<file path="config.mk">
export PLATFORM = sky130hd
export DESIGN_NAME = sme_ctrl
export DESIGN_NICKNAME = d
export VERILOG_FILES = /design/src/design/sme_pkg.sv /design/src/design/sme_ctrl.sv
export SDC_FILE = /design/constraint.sdc
export NUM_CORES = 1
export LEC_CHECK = 0
export BUFFER_PORTS_ARGS = -buffer_cell sky130_fd_sc_hd__buf_2
export CORE_AREA = 2 2 39 41
export DETAILED_ROUTE_END_ITERATION = 12
export DIE_AREA = 0 0 41 43
export PLACE_DENSITY = 0.48
export SLEW_MARGIN = 25
export SYNTH_ARGS = -nofsm -noshare
export SYNTH_HDL_FRONTEND = slang
export SYNTH_SLANG_ARGS = --single-unit
</file>
<file path="constraint.sdc">
create_clock -name clk_i -period 2.73 [get_ports clk_i]
set_clock_uncertainty 0.2 [all_clocks]
set_input_delay 0.4095 -clock clk_i [delete_from_list [all_inputs] [get_ports clk_i]]
set_output_delay 0.4095 -clock clk_i [all_outputs]
set_load 0.03 [all_outputs]
</file>
<file path="src/design/sme_pkg.sv">
// package for the stack machine executor: opcodes, status codes, fsm states
// no dependencies
`timescale 1ns / 1ps
package sme_pkg;

  localparam int unsigned DataDepthDef   = 256;
  localparam int unsigned ReturnDepthDef = 64;
  localparam int unsigned VarCountDef    = 256;
  localparam int unsigned ProgDepthDef   = 4096;

  localparam int unsigned ModeW = 5;
  localparam int unsigned DataW = 32;
  localparam int unsigned PcW   = 13;
  localparam int unsigned RetW  = 12;
  localparam int unsigned StW   = 4;
  localparam int unsigned DepW  = 9;

  typedef enum logic [ModeW-1:0] {
    OP_NOP = 5'd0, OP_PUSH = 5'd1, OP_POP = 5'd2, OP_DUP = 5'd3, OP_SWAP = 5'd4,
    OP_ADD = 5'd5, OP_SUB = 5'd6, OP_MUL = 5'd7, OP_DIV = 5'd8, OP_CMP = 5'd9,
    OP_GRT = 5'd10, OP_LSS = 5'd11, OP_JMP = 5'd12, OP_CALL = 5'd13,
    OP_STORE = 5'd14, OP_LOAD = 5'd15, OP_DISP = 5'd16, OP_RET = 5'd17
  } op_e;

  typedef enum logic [StW-1:0] {
    ST_OK = 4'd0, ST_OVER = 4'd1, ST_UNDER = 4'd2, ST_DIVZ = 4'd3, ST_JUMP = 4'd4,
    ST_RFULL = 4'd5, ST_VAR = 4'd6, ST_HALT = 4'd7, ST_END = 4'd8
  } status_e;

  typedef enum logic [2:0] {
    S_IDLE, S_READ, S_DIV, S_EXEC, S_SWAP, S_OUT
  } state_e;

  localparam int unsigned CfgStart = 0;
  localparam int unsigned CfgLen   = 1;

  // controller to datapath
  typedef struct packed {
    logic capture;    // latch incoming item, issue reads
    logic div_start;
    logic exec;       // commit instruction
    logic wr2;        // second stack write of a swap
  } cmd_t;

  // datapath to controller
  typedef struct packed {
    logic need_div;
    logic div_done;
    logic need_swap;
  } stat_t;

endpackage

</file>
<file path="src/design/sme_ctrl.sv">
// sequencing state machine: fetch operands, optional divide, commit, optional swap write, output
// uses sme_pkg
`timescale 1ns / 1ps
module sme_ctrl import sme_pkg::*; (
  input  logic  clk_i,
  input  logic  rst_ni,
  input  logic  in_valid_i,
  output logic  in_ready_o,
  output logic  out_valid_o,
  input  logic  out_ready_i,
  input  stat_t stat_i,
  output cmd_t  cmd_o
);
  state_e state_q, state_d;

  always_ff @(posedge clk_i or negedge rst_ni) begin
    if (!rst_ni) state_q <= S_IDLE;
    else         state_q <= state_d;
  end

  // next state and commands
  always_comb begin
    state_d     = state_q;
    cmd_o       = '0;
    in_ready_o  = 1'b0;
    out_valid_o = 1'b0;
    case (state_q)
      S_IDLE: begin
        in_ready_o = 1'b1;
        if (in_valid_i) begin
          cmd_o.capture = 1'b1;
          state_d = S_READ;
        end
      end
      S_READ: begin
        if (stat_i.need_div) begin
          cmd_o.div_start = 1'b1;
          state_d = S_DIV;
        end else begin
          cmd_o.exec = 1'b1;
          state_d = stat_i.need_swap ? S_SWAP : S_OUT;
        end
      end
      S_DIV: begin
        if (stat_i.div_done) state_d = S_EXEC;
      end
      S_EXEC: begin
        cmd_o.exec = 1'b1;
        state_d = S_OUT;
      end
      // swap writes the lower entry in the cycle after the commit
      S_SWAP: begin
        cmd_o.wr2 = 1'b1;
        state_d = S_OUT;
      end
      S_OUT: begin
        out_valid_o = 1'b1;
        in_ready_o  = out_ready_i;
        if (out_ready_i) begin
          if (in_valid_i) begin
            cmd_o.capture = 1'b1;
            state_d = S_READ;
          end else begin
            state_d = S_IDLE;
          end
        end
      end
      default: state_d = S_IDLE;
    endcase
  end
endmodule

</file>
==> flow_metrics.env <==
export IMPL_status="finished, final reports clean"
export IMPL_ir_drop_v=0.000321
export IMPL_required_ps=2120
export IMPL_cp_top_family="flip-flops"
export IMPL_synthMuxAreaShare_pct=4.76
export IMPL_setup_ws_ps=646
export IMPL_top_register="state_q"
export IMPL_netlist_instances=30
export IMPL_cap_violations=0
export IMPL_fin_crit_ps=2080
export IMPL_period_share_pct=76.3
export IMPL_pre_cts_ws_ps=885
export IMPL_regToRegStartpoint="state_q[1]"
export IMPL_hp_start="out_ready_i"
export IMPL_crit_type="flop to output pin"
export IMPL_cp_cell_sequence="or2_1 -> a21oi_1 -> and2_1 -> buf_2"
export IMPL_synthTopCellsByArea="dfrtp_1, a21oi_1, nor2b_1, o22ai_2, buf_6"
export IMPL_ys_flop_type="dfrtp_1"
export IMPL_syn_avg_cell_area_um2=7.88
export IMPL_h_tree_depth=1
export IMPL_core_area_mm2=0.00138
export IMPL_clockRootBuffer="clkbuf_4"
export IMPL_die_area_mm2=0.00176
export IMPL_multi_input_area_um2=138
export IMPL_areaGrowthSynthToFinish_pct=42.3
export IMPL_cts_sinks=3
export IMPL_crit_arrival_ps=1470
export IMPL_cts_buffer_depth=2
export IMPL_fin_nets=53
export IMPL_postCtsSetupBuffers=0
export IMPL_die_x_um=41
export IMPL_rows=14
export IMPL_start_util_pct=17.1
export IMPL_ys_ff_latch=3
export IMPL_synthesis_area_um2=236
export IMPL_synth_fa_ha_area_share_pct=0
export IMPL_fill_cells=162
export IMPL_cts_tree="yes"
export IMPL_die_h_um=43
export IMPL_antenna_cells=0
export IMPL_setup_viol=0
export IMPL_synth_top_family_by_area="simple AND/OR/NAND/NOR gates"
export IMPL_ys_warn_count=0
export IMPL_drcViolationCount=0
export IMPL_grt_pass1_wl_um=924
export IMPL_startpoint="state_q[2]"
export IMPL_place_congestion=0.698
export IMPL_start_kind="flop"
export IMPL_synth_xor_area_share_pct=0
export IMPL_wl_per_cell_um=8.66
export IMPL_io_buffers=12
export IMPL_dp_hpwl_um=405
export IMPL_drv_slew=0
export IMPL_synth_compound_area_share_pct=21.7
export IMPL_grtUsageTotal_pct=7.75
export IMPL_crit_slowest_cell="dfrtp_1"
export IMPL_yosys_top_cells_count="a21oi_1, dfrtp_1, nand2_1, nor2_1"
export IMPL_vias=240
export IMPL_synth_nets=37
export IMPL_grt_overflow_total=0
export IMPL_clk_pin_slew_ps=30
export IMPL_rr_worst_depth=3
export IMPL_synth_edf_count=0
export IMPL_yosys_area_share_simple_pct=31.7
export IMPL_antenna_found_initial=0
export IMPL_p_per_area_mw_per_mm2=1320
export IMPL_relSlewSlack_pct=81.0
export IMPL_drive_above_1_share_pct=37.8
export IMPL_antenna_left=0
export IMPL_cts_buffers=3
export IMPL_vias_per_cell=3.93
export IMPL_yosysSeqAreaShare_pct=31.7
export IMPL_critPathBufInv=1
export IMPL_async_reset_ff_share_pct=100
export IMPL_holdPathStages=2
export IMPL_largest_reg_flops=3
export IMPL_synth_top_area_share_pct=31.7
export IMPL_end_kind="output pin"
export IMPL_max_freq_mhz=480
export IMPL_final_hold_violation_count=0
export IMPL_yosysTopAreaCell="dfrtp_1"
export IMPL_power_leakage_nw=0.170
export IMPL_seq_area_um2=75.1
export IMPL_tightest_slew_ps=285
export IMPL_drt_initial_drc_count=2
export IMPL_setup_tns_ps=0
export IMPL_rsz0062_at_grt="false"
export IMPL_drt_first_pass_iters=4
export IMPL_routed_wl_um=528
export IMPL_clock_latency_ps=230
export IMPL_io_pins=13
export IMPL_grt_max_degree=12
export IMPL_ff2ff_setup_slack_ps=1340
export IMPL_grt_pass1_vias=224
export IMPL_critPathMaxStageDelay_ps=470
export IMPL_hold_end="state_q[0]"
export IMPL_hold_class="input pin to flop"
export IMPL_reg_top3="state_q x3"
export IMPL_yosysUniqueCellTypes=19
export IMPL_timing_rr_end="state_q[0]"
export IMPL_cp_max_fo=11
==> timing repair <==
action,CTS,global route
resized for setup,0,0
hold buffers,1,0
hold endpoints to repair,3,0
==> cell type report <==
| class | count | share of cell area, % |
|---|---|---|
| clock buffer | 4 | 7.81 |
| multi-input combinational | 23 | 40.9 |
| tap | 16 | 5.95 |
| inverter | 2 | 2.23 |
| timing repair buffer | 13 | 20.8 |
| sequential | 3 | 22.3 |
==> per-layer routing <==
metal	up-vias	part of all wire [%]	track usage, %	routed length (um)
met4	0	0	4.00	0
met5	-	0	0	0
met1	102	48	10.7	255
met2	8	45	10.0	238
met3	0	6.4	3.14	34
li1	130	-	-	-
==> report_power, final <==
part           total, mW  switching [mW]  internal (mW)
clock network     0.0757          0.0210         0.0546
logic              0.250           0.153         0.0974
registers          0.117          0.0498         0.0672
==> worst max-delay path by stage <==
stage                     cells past startpoint  slack (ps)        to
after floorplan                               3         550  cmd_o[3]
after global placement                        4         930  cmd_o[3]
after detailed placement                      4         890  cmd_o[3]
after CTS                                     4         630  cmd_o[3]
after global routing                          4         520  cmd_o[3]
final                                         4         650  cmd_o[3]
==> worst register-to-register path, cell delays in order (launching register included) <==
cell	delay, ps
dfrtp_1	480
mux2_2	380
o22ai_2	130
o22ai_1	80
==> through the flow <==
stage               std cells  power, mW  area (um^2)  hold slack [ps]  utilization (%)
floorplan                  30      0.321          236            -86.1                -
global route               61      0.487          337              218             24.3
global placement           56      0.369          300             6.95             21.7
finish                     61      0.443          337              213             24.3
CTS                        61      0.451          337              205             24.3
detailed placement         56      0.369          300             7.38             21.7
==> cell usage in the layout, fill, tap and decap left out <==
cell type      instances
nand2b_1               1
o22ai_1                1
clkbuf_4               3
a21oi_1                3
o21a_1                 1
nor2_1                 3
buf_2                 12
inv_1                  2
and2_1                 1
clkbuf_1               1
o22ai_2                1
mux2_2                 1
nand3_1                1
dfrtp_1                3
nand2_1                3
o21ai_0                2
nor3b_1                1
or3b_1                 1
dlygate4sd3_1          1
nor2b_1                2
or2_1                  1
==> cell families after synthesis <==
family | after synthesis
AOI/OAI and AO/OA | 8
buffers and inverters | 4
DFF | 3
muxes | 1
and+or+nand+nor | 14
Note: power is estimated with default switching activity, not from simulation.
